--- src/hdl/cbre_pkg.sv ---
// shared constants, widths and codes of the cluster bitmap range engine
package cbre_pkg;

  // window geometry
  localparam int WIN_CLUSTERS = 65536;
  localparam int BM_BYTES     = WIN_CLUSTERS / 8;
  localparam int BM_AW        = $clog2(BM_BYTES);
  localparam int REL_W        = $clog2(WIN_CLUSTERS);

  // field widths
  localparam int ACT_W  = 2;
  localparam int BIDX_W = 13;
  localparam int BYTE_W = 8;
  localparam int CL_W   = 48;
  localparam int CNT_W  = 32;
  localparam int LEN_W  = 32;
  localparam int CS_W   = 21;
  localparam int FILL_W = 17;
  localparam int RUN_W  = 17;
  localparam int DVD_W  = CL_W + 1;

  // configuration port
  localparam int CFG_IDX_W  = 2;
  localparam int CFG_DATA_W = 48;

  typedef enum logic [CFG_IDX_W-1:0] {
    CFG_CLUSTER_SIZE  = 2'd0,
    CFG_WINDOW_START  = 2'd1,
    CFG_WINDOW_FILLED = 2'd2,
    CFG_SPARE         = 2'd3
  } cfg_idx_e;

  typedef enum logic [ACT_W-1:0] {
    ACT_LOAD  = 2'd0,
    ACT_SET   = 2'd1,
    ACT_CLEAR = 2'd2,
    ACT_QUERY = 2'd3
  } action_e;

endpackage

--- src/hdl/cbre_div.sv ---
// iterative restoring divider, one quotient bit per cycle
module cbre_div import cbre_pkg::*; (
  input  logic             clk_i,
  input  logic             rst_ni,
  input  logic             start_i,
  input  logic [DVD_W-1:0] dividend_i,
  input  logic [CS_W-1:0]  divisor_i,
  output logic             done_o,
  output logic [DVD_W-1:0] quo_o,
  output logic [CS_W-1:0]  rem_o
);

  localparam int CNT_BITS = $clog2(DVD_W + 1);

  logic [CNT_BITS-1:0] cnt_q;
  logic                busy_q, done_q;
  logic [DVD_W-1:0]    quo_q;
  logic [CS_W:0]       rem_q;
  logic [CS_W-1:0]     dsr_q;
  logic [CS_W:0]       trial;

  // shift in the next dividend bit
  assign trial = {rem_q[CS_W-1:0], quo_q[DVD_W-1]};

  always_ff @(posedge clk_i or negedge rst_ni) begin
    if (!rst_ni) begin
      busy_q <= 1'b0;
      done_q <= 1'b0;
      cnt_q  <= '0;
    end else begin
      done_q <= 1'b0;
      if (start_i) begin
        busy_q <= 1'b1;
        cnt_q  <= CNT_BITS'(DVD_W);
        quo_q  <= dividend_i;
        rem_q  <= '0;
        dsr_q  <= divisor_i;
      end else if (busy_q) begin
        if (trial >= {1'b0, dsr_q}) begin
          rem_q <= trial - {1'b0, dsr_q};
          quo_q <= {quo_q[DVD_W-2:0], 1'b1};
        end else begin
          rem_q <= trial;
          quo_q <= {quo_q[DVD_W-2:0], 1'b0};
        end
        cnt_q <= cnt_q - 1'b1;
        if (cnt_q == CNT_BITS'(1)) begin
          busy_q <= 1'b0;
          done_q <= 1'b1;
        end
      end
    end
  end

  assign done_o = done_q;
  assign quo_o  = quo_q;
  assign rem_o  = rem_q[CS_W-1:0];

endmodule

--- config.mk ---
export PLATFORM = sky130hd
export DESIGN_NAME = cbre_div
export DESIGN_NICKNAME = d
export VERILOG_FILES = /design/src/hdl/cbre_pkg.sv /design/src/hdl/cbre_div.sv
export SDC_FILE = /design/constraint.sdc
export NUM_CORES = 1
export LEC_CHECK = 0
export BUFFER_PORTS_ARGS = -buffer_cell sky130_fd_sc_hd__buf_2
export CAP_MARGIN = 20
export CORE_MARGIN = 3
export CORE_UTILIZATION = 53
export CTS_CLUSTER_SIZE = 20
export DETAILED_ROUTE_END_ITERATION = 6
export PLACE_DENSITY = 0.8
export SYNTH_ARGS = -nofsm -noshare
export SYNTH_HDL_FRONTEND = slang
export SYNTH_SLANG_ARGS = --single-unit
--- constraint.sdc ---
create_clock -name clk_i -period 4.9 [get_ports clk_i]
set_clock_uncertainty 0.1 [all_clocks]
set_input_delay 1.47 -clock clk_i [delete_from_list [all_inputs] [get_ports clk_i]]
set_output_delay 1.47 -clock clk_i [all_outputs]
set_load 0.1 [all_outputs]
==> impl_metrics.env, run 1 <==
export IMPL_cp_required_ns=4.96
export IMPL_grt_overflow_total=0
export IMPL_crit_chain="inv_1, ha_1, inv_1, fa_1, a21o_1, a221o_1, a31oi_1, o221a_1, and2_1, nor3_1, a211o_1"
export IMPL_netlist_cell_type_count=52
export IMPL_initial_core_util=0.545
export IMPL_crit_family="compound AO/OA/AOI/OAI gates"
export IMPL_port_buffers=143
export IMPL_core_area_um2=9820
export IMPL_outcome="finished clean"
export IMPL_grt_setup_unrepaired="false"
export IMPL_grt_util_all_layers=0.236
export IMPL_max_freq_ghz=0.276
export IMPL_ios=144
export IMPL_cts_root_buf="clkbuf_8"
export IMPL_layout_cells_non_filler=723
export IMPL_placed_cell_area_um2=6170
export IMPL_slowest_delay_ns=0.73
export IMPL_crit_path_frequent_cell="inv_1"
export IMPL_p_leak_uw=0.00272
export IMPL_ir_drop_v=0.000312
export IMPL_fin_nets=682
export IMPL_drtAntennaViolNets=0
export IMPL_n_antenna_cell=0
export IMPL_dp_cells=706
export IMPL_firstDrtPassIters=5
export IMPL_postCtsSetupRepairBufs=0
export IMPL_numClockSinks=99
export IMPL_htree_levels=3
export IMPL_cts_hold_buf=0
export IMPL_drc_errors=0
export IMPL_fin_tns_setup_ns=0
export IMPL_synth_nets=546
export IMPL_cts_tree="done"
export IMPL_crit_fanout=25
export IMPL_routed_wl_um=12800
export IMPL_syn_inst=449
export IMPL_area_delta_synth_final_pct=18.8
export IMPL_drtIter0Drc=245
export IMPL_final_max_slew_viol_count=0
export IMPL_hold_viol_final=0
export IMPL_fin_crit_sh=0.741
export IMPL_critPathSlowestCell="and2_1"
export IMPL_critical_path_arrival_ns=3.69
export IMPL_maxCapViolations=0
export IMPL_cts_buffers=9
export IMPL_antenna_found_initial=0
export IMPL_synth_yosys_seq_area_share=0.548
export IMPL_avgSynthCellArea_um2=11.9
export IMPL_fp_dieH_um=107
export IMPL_die_area_um2=11300
export IMPL_critPathBufInv=2
export IMPL_clock_latency_ns=0.39
export IMPL_cts_reportedPaths_clkPinSlew_ns=0.11
export IMPL_final_util=0.648
export IMPL_vias=4110
export IMPL_die_width_um=107
export IMPL_syn_cell_area_um2=5350
export IMPL_wl_per_cell_um=17.8
export IMPL_grt_pass1_wl_um=21000
export IMPL_powerDensity_nw_per_um2=413
export IMPL_crit_type="reg -> reg"
export IMPL_synth_async_sr_flop_share=0.0808
export IMPL_worstMarginPinSlew_ns=0.988
export IMPL_slew_headroom=0.339
export IMPL_drive_gt1_frac=0.366
export IMPL_r2r_slack_ns=1.27
export IMPL_placementRows=36
export IMPL_cts_buffer_depth=2
export IMPL_finalCriticalPeriod_ns=3.63
export IMPL_setup_violations_final=0
export IMPL_cts_resized=0
export IMPL_first_global_vias=4159
export IMPL_start_kind="flop"
export IMPL_via_per_inst=5.68
export IMPL_ys_flop_type="edfxtp_1"
export IMPL_place_gp_congestion=0.924
export IMPL_end_kind="flop"
export IMPL_ys_ff_latch=99
export IMPL_yosys_warnings=0
export IMPL_fin_area_um2=6360
export IMPL_dp_hpwl_um=9170
export IMPL_synth_edf_count=91
export IMPL_hp_class="reg -> reg"
export IMPL_grt_max_degree=72
## kinds of logic after synthesis
group | count (synthesis) | synth area share
AND/OR/NAND/NOR | 123 | 0.111
flip-flops | 99 | 0.548
AO/OA/AOI/OAI | 85 | 0.111
buffers and inverters | 50 | 0.0386
multiplexers | 49 | 0.103
adder cells (fa/ha/maj) | 24 | 0.0575
XOR/XNOR | 19 | 0.0311
## state kept, by name, indices dropped and copies added, names as in the netlist
register / count
quo_o: 49
rem_q: 21
busy_q: 1
cnt_q: 6
done_o: 1
dsr_q: 21
## final timing paths
kind | start | endpoint | cells past startpoint
worst max-delay path | quo_o[48] | rem_q[2] | 11
worst min-delay path | cnt_q[4] | cnt_q[4] | 2
worst max register to register | quo_o[48] | rem_q[2] | 11
worst min register to register | cnt_q[4] | cnt_q[4] | 2
max in group asynchronous | rst_ni | cnt_q[5] | 1
min in group asynchronous | rst_ni | cnt_q[1] | 1
## cells in the mapped netlist (2+ instances only)
cell type / instances / share of area
a211o_1: 2 / 0.0033
a211oi_1: 2 / 0.0028
a21o_1: 5 / 0.0070
a21oi_1: 21 / 0.020
a221o_1: 2 / 0.0037
a311oi_1: 11 / 0.018
a31oi_1: 5 / 0.0058
a32oi_1: 7 / 0.011
and2_1: 3 / 0.0035
and3_1: 8 / 0.0093
and4_1: 3 / 0.0049
buf_1: 5 / 0.0035
buf_2: 6 / 0.0056
clkbuf_1: 10 / 0.0070
dfrtp_1: 8 / 0.037
edfxtp_1: 91 / 0.51
ha_1: 23 / 0.054
inv_1: 27 / 0.019
mux2_2: 49 / 0.10
nand2_1: 40 / 0.028
nand2b_1: 5 / 0.0058
nand3_1: 11 / 0.010
nand4_1: 5 / 0.0058
nor2_1: 28 / 0.020
nor2b_1: 4 / 0.0047
nor3_1: 8 / 0.0075
o211ai_1: 3 / 0.0042
o21ai_0: 7 / 0.0065
o21ai_1: 6 / 0.0056
o21bai_1: 2 / 0.0028
o31ai_1: 3 / 0.0042
or3_1: 2 / 0.0023
xnor2_1: 9 / 0.015
xor2_1: 10 / 0.016
## layout by cell type (no fill, tap or decap), types with 4 or more instances in the layout
master	n
a21o_1	5
a21oi_1	21
a311oi_1	11
a31oi_1	5
a32oi_1	7
and3_1	8
buf_2	143
buf_4	4
clkbuf_8	9
dfrtp_1	8
edfxtp_1	91
ha_1	23
inv_1	27
mux2_2	49
nand2_1	40
nand2b_1	5
nand3_1	11
nand4_1	5
nor2_1	28
nor3_1	8
o21ai_0	7
o21ai_1	6
xnor2_1	9
xor2_1	10
## stage by stage
| step | setup WS, ns | hold WS [ns] | power [uW] |
|---|---|---|---|
| after floorplan | 0.250 | 0.393 | 1940 |
| after global placement | 1.44 | 0.417 | 2120 |
| after detailed placement | 1.31 | 0.431 | 2130 |
| after CTS | 1.30 | 0.456 | 2630 |
| after global routing | 0.976 | 0.498 | 2750 |
| final | 1.27 | 0.448 | 2620 |
## metal layers
layer	vias to the layer above	track usage	wire length, um
li1	1958	-	-
met5	-	0	0
met1	1943	0.303	5260
met3	13	0.0893	1210
met4	0	0.0639	156
met2	196	0.378	6220
## tightest hold or removal path, stage by stage, from the launching register on
cell and delay [ns]:
dfrtp_1 0.38, xnor2_1 0.08, nand2b_1 0.06
## cell type report
cell class                 instances  area [um2]
timing repair buffer             148         761
inverter                          27         101
tap                              133         166
multi-input combinational        300        2220
fill                             789        3460
clock inverter                     6        50.0
sequential                        99        2930
clock buffer                      10         128
## report_power, final
part / switching [uW] / total, uW / internal, uW
Clock: 307 / 498 / 191
Sequential: 61.5 / 1090 / 1030
Combinational: 764 / 1040 / 274
No activity file was read; power rests on OpenSTA's default activity.
==> inputs of run 2 (changes only) <==
Settings changed: CORE_UTILIZATION 53 to 48, PLACE_DENSITY 0.8 to 0.77.
Clock period 4.9 ns to 3.2 ns, I/O delays scaled along.
==> impl_metrics.env, run 2 (same netlist as run 1, synthesis figures left out) <==
export IMPL_maxCapViolations=0
export IMPL_worstMarginPinSlew_ns=1.01
export IMPL_drive_gt1_frac=0.389
export IMPL_fin_nets=693
export IMPL_die_width_um=112
export IMPL_r2r_cells=12
export IMPL_postCtsSetupRepairBufs=0
export IMPL_grt_busiest_layer="met2"
export IMPL_area_delta_synth_final_pct=20.8
export IMPL_port_buffers=143
export IMPL_fin_total_pwr_uw=4060
export IMPL_hp_class="in -> async"
export IMPL_grt_setup_unrepaired="false"
export IMPL_rr_startpoint="quo_o[48]"
export IMPL_p_sw_frac=0.429
export IMPL_layout_commonest_cell="buf_2"
export IMPL_vias=4153
export IMPL_htree_levels=3
export IMPL_grt_max_degree=49
export IMPL_via_per_inst=5.64
export IMPL_crit_type="reg -> reg"
export IMPL_core_area_um2=10600
export IMPL_cts_tree="done"
export IMPL_critPathSlowestCell="edfxtp_1"
export IMPL_drtIter0Drc=301
export IMPL_slew_headroom=0.322
export IMPL_final_util=0.610
export IMPL_wl_per_cell_um=18.1
export IMPL_powerDensity_nw_per_um2=628
export IMPL_switching_power_uw=1740
export IMPL_crit_fanout=8
export IMPL_cts_hold_buf=0
export IMPL_cts_buffer_depth=2
export IMPL_start_kind="flop"
export IMPL_n_antenna_cell=0
export IMPL_fillers=870
export IMPL_grt_overflow_total=0
export IMPL_p_clk_frac=0.186
export IMPL_setup_ws_ns=0.157
export IMPL_cts_reportedPaths_clkPinSlew_ns=0.09
export IMPL_fin_crit_sh=0.951
export IMPL_use_met1=0.268
export IMPL_grt_util_all_layers=0.218
export IMPL_antenna_found_initial=0
export IMPL_slowest_delay_ns=0.38
export IMPL_r2r_slack_ns=0.16
export IMPL_cts_buffers=9
export IMPL_cp_required_ns=3.23
export IMPL_cts_root_buf="clkbuf_8"
export IMPL_pre_cts_ws_ns=0.110
export IMPL_dp_hpwl_um=9830
export IMPL_crit_chain="inv_1, ha_2, inv_2, fa_2, a21o_1, a221o_1, a31oi_1, o221a_1, and2_2, buf_4, nor3_1, a211o_1"
export IMPL_hold_viol_final=0
export IMPL_ios=144
export IMPL_r2r_end="rem_q[2]"
export IMPL_finalCriticalPeriod_ns=3.04
export IMPL_cts_resized=0
export IMPL_setup_violations_final=0
export IMPL_grt_met2_usage=0.360
export IMPL_p_comb_frac=0.403
export IMPL_cp_startpoint="quo_o[48]"
export IMPL_initial_core_util=0.505
export IMPL_numClockSinks=99
export IMPL_clock_latency_ns=0.39
export IMPL_max_freq_ghz=0.329
export IMPL_drtAntennaViolNets=0
export IMPL_firstDrtPassIters=4
export IMPL_critical_path_arrival_ns=3.07
export IMPL_p_leak_uw=0.00278
export IMPL_end_kind="flop"
export IMPL_fp_dieH_um=112
export IMPL_final_cell_mix="buf_2 (143), edfxtp_1 (91), mux2_2 (49), nand2_1 (39), nor2_1 (28)"
export IMPL_final_max_slew_viol_count=0
export IMPL_outcome="finished clean"
export IMPL_place_gp_congestion=0.894
export IMPL_pwr_share_seq=0.410
export IMPL_placementRows=37
export IMPL_grt_use_met3=0.0842
export IMPL_first_global_vias=4354
export IMPL_grt_pass1_wl_um=21600
export IMPL_largest_register_ff_count=49
export IMPL_ir_drop_v=0.000510
export IMPL_routed_wl_um=13300
export IMPL_drc_errors=0
export IMPL_p_int_uw=2320
export IMPL_die_area_um2=12500
-- run 2: changes by cell type in the layout (fill, tap and decap cells not counted), sizes merged --
cell | before | now
buf | 148 | 159
clkinvlp | 2 | 1
inv | 29 | 30
-- run 2: area by class of cell --
cell class,instances,area [um2],area share
sequential,99,2930,0.453
clock buffer,10,128,0.0197
inverter,27,101,0.0157
clock inverter,6,47.5,0.00735
tap,136,170,0.0263
timing repair buffer,159,852,0.132
multi-input combinational,300,2240,0.346
-- run 2: layer usage --
layer / vias up / part of all wire
met4: 0 / 0.016
li1: 1982 / -
met5: - / 0
met1: 1977 / 0.40
met2: 178 / 0.49
met3: 16 / 0.095
-- run 2: per-stage QoR --
stage / TNS [ns] / cell area (um2) / std cells / hold WS, ns
after floorplan: -1.35 / 5380 / 449 / 0.393
after global placement: 0 / 6280 / 721 / 0.416
after detailed placement: 0 / 6280 / 721 / 0.415
after CTS: 0 / 6450 / 737 / 0.383
after global routing: 0 / 6470 / 737 / 0.393
final: 0 / 6470 / 737 / 0.413
-- run 2: power by group through the flow --
| stage | Sequential (uW) | Clock [uW] | Combinational (uW) |
|---|---|---|---|
| 6_report | 1670 | 757 | 1640 |
| 5_1_grt | 1680 | 836 | 1750 |
| 4_1_cts | 1670 | 781 | 1620 |
| 3_5_place_dp | 1690 | 0 | 1620 |
| 3_3_place_gp | 1690 | 0 | 1590 |
| 2_1_floorplan | 2320 | 0 | 661 |
-- run 2: how the worst max path moves through the flow --
stage           endpoint  slack [ns]  depth (start not counted)
6_report        rem_q[2]        0.16                         12
3_5_place_dp   rem_q[13]        0.11                          9
3_3_place_gp    rem_q[9]        0.19                         12
4_1_cts        rem_q[13]         0.1                          9
5_1_grt         rem_q[4]       0.005                         12
2_1_floorplan   quo_o[0]       -0.13                         11
-- run 2: critical path: cells and delay by family, from the launching register on --
family | cells | cell delay (ns)
flip-flops | 1 | 0.38
buffers and inverters | 3 | 0.30
AND/OR/NAND/NOR | 2 | 0.27
AO/OA/AOI/OAI | 5 | 1.19
adder cells (fa/ha/maj) | 2 | 0.54
==> inputs of run 3 (changes only) <==
Settings changed: CORE_UTILIZATION 48 to 53, PLACE_DENSITY 0.77 to 0.8.
Clock period 3.2 ns to 2.9 ns, I/O delays scaled along.
==> impl_metrics.env, run 3 (same netlist as run 1, synthesis figures left out) <==
export IMPL_outcome="complete, but fails checks"
export IMPL_violations="negative setup slack"
export IMPL_dp_hpwl_um=10200
export IMPL_hold_viol_final=0
export IMPL_final_cell_mix="buf_2 (143), edfxtp_1 (91), mux2_2 (49), buf_4 (42), nand2_1 (29)"
export IMPL_powerDensity_nw_per_um2=700
export IMPL_drtAntennaViolNets=0
export IMPL_slew_headroom=0.550
export IMPL_dr_wl_met2_um=6960
export IMPL_die_area_um2=11300
export IMPL_finalCriticalPeriod_ns=2.96
export IMPL_firstDrtPassIters=5
export IMPL_top_layer_used="met4"
export IMPL_die_width_um=107
export IMPL_port_buffers=143
export IMPL_crit_type="reg -> reg"
export IMPL_crit_chain="inv_2, ha_4, inv_2, fa_2, a21o_1, a221o_1, a31oi_1, o221a_1, and2_4, buf_12, nor3_2, a211o_1"
export IMPL_via_per_inst=5.71
export IMPL_r2r_cells=12
export IMPL_crit_fanout=7
export IMPL_worstMarginPinSlew_ns=0.674
export IMPL_p_leak_uw=0.00302
export IMPL_r2r_slack_ns=-0.06
export IMPL_hp_class="in -> async"
export IMPL_critical_path_arrival_ns=3.01
export IMPL_wl_per_cell_um=18.4
export IMPL_maxCapViolations=0
export IMPL_r2r_end="rem_q[2]"
export IMPL_cts_reportedPaths_clkPinSlew_ns=0.10
export IMPL_timing_hold_ws_ns=0.226
export IMPL_fp_dieH_um=107
export IMPL_grt_pass1_wl_um=22200
export IMPL_core_area_um2=9820
export IMPL_slowest_delay_ns=0.42
export IMPL_cts_tree="done"
export IMPL_cts_root_buf="clkbuf_8"
export IMPL_largest_register_ff_count=49
export IMPL_drive_gt1_frac=0.457
export IMPL_drc_errors=0
export IMPL_rr_startpoint="quo_o[48]"
export IMPL_first_global_vias=4479
export IMPL_cp_required_ns=2.95
export IMPL_critPathSlowestCell="edfxtp_1"
export IMPL_final_util=0.705
export IMPL_max_freq_ghz=0.338
export IMPL_grt_max_degree=42
export IMPL_htree_levels=3
export IMPL_numClockSinks=99
export IMPL_cts_buffer_depth=2
export IMPL_fillers=738
export IMPL_antenna_found_initial=0
export IMPL_start_kind="flop"
export IMPL_routed_wl_um=14100
export IMPL_fin_tns_setup_ns=-0.415
export IMPL_clock_latency_ns=0.40
export IMPL_dr_wl_met3_um=1490
export IMPL_place_gp_congestion=0.949
export IMPL_fin_nets=725
export IMPL_ios=144
export IMPL_vias=4379
export IMPL_area_delta_synth_final_pct=29.4
export IMPL_final_max_slew_viol_count=0
export IMPL_end_kind="flop"
export IMPL_drtIter0Drc=173
export IMPL_cts_hold_buf=0
export IMPL_fin_crit_sh=1.02
export IMPL_placementRows=36
export IMPL_wl_met1_um=5330
export IMPL_ir_drop_v=0.000504
export IMPL_setup_violations_final=14
export IMPL_crit_path_frequent_cell="inv_2"
export IMPL_grt_util_all_layers=0.253
export IMPL_grt_setup_unrepaired="true"
export IMPL_cts_buffers=9
export IMPL_layout_commonest_cell="buf_2"
export IMPL_setup_ws_ns=-0.0604
export IMPL_initial_core_util=0.545
export IMPL_grt_overflow_total=0
## run 3: changes by cell type in the layout (fill, tap and decap cells not counted), sizes merged
cell / change
clkbuf: +2
buf: +31
diode: +1
clkinvlp: -1
inv: +1
clkinv: -2
bufinv: +1
## run 3: stage by stage
| step | worst slack, ns | cells | power [uW] | area [um2] |
|---|---|---|---|---|
| floorplan | -0.427 | 449 | 3290 | 5380 |
| global placement | 0.00317 | 741 | 3700 | 6470 |
| detailed placement | -0.0814 | 741 | 3750 | 6470 |
| CTS | -0.0291 | 760 | 4740 | 6740 |
| global route | -0.196 | 766 | 5060 | 6920 |
| finish | -0.0604 | 767 | 4850 | 6930 |
## run 3: metal layers
metal	global-route usage	vias to the layer above
met4	0.0667	0
li1	-	2044
met5	0	-
met2	0.424	209
met3	0.105	31
met1	0.302	2095
## run 3: timing repair
item,4_1_cts,5_1_grt
setup buffers,2,5
pin swaps,2,13
gates cloned,1,1
endpoints found under the hold margin,0,0
resized for setup,5,29
setup endpoints to repair,18,22
## run 3: area by class of cell
| type | instances | area, um2 | area share |
|---|---|---|---|
| flip-flops and latches | 99 | 2930 | 0.423 |
| multi-input cells | 300 | 2370 | 0.342 |
| repair buffers | 191 | 1150 | 0.167 |
| well taps | 133 | 166 | 0.0240 |
| clock buffers | 11 | 131 | 0.0190 |
| inverters | 27 | 101 | 0.0146 |
| clock inverters | 5 | 67.6 | 0.00976 |
| diodes | 1 | 2.50 | 0.000361 |
## run 3: worst max-delay path by stage
stage,slack (ns),startpoint,end,depth (start not counted)
6_report,-0.06,quo_o[48],rem_q[2],12
5_1_grt,-0.20,quo_o[48],rem_q[20],13
3_5_place_dp,-0.08,quo_o[48],rem_q[2],12
2_1_floorplan,-0.43,quo_o[48],quo_o[0],11
3_3_place_gp,0.003,quo_o[48],rem_q[2],12
4_1_cts,-0.03,quo_o[48],rem_q[2],12
## run 3: report_power, final
part	switching, uW	internal, uW	total [uW]
combinational	1410	665	2070
clock	531	416	946
sequential	94.1	1730	1830
total	2030	2810	4850
## run 3: worst max-delay path: cells and delay by family, from the launching register on
| kind | cells | cell delay, ns |
|---|---|---|
| compound gates | 5 | 1.20 |
| fa+ha+maj | 2 | 0.48 |
| buf+inv | 3 | 0.27 |
| flops | 1 | 0.42 |
| simple gates | 2 | 0.24 |
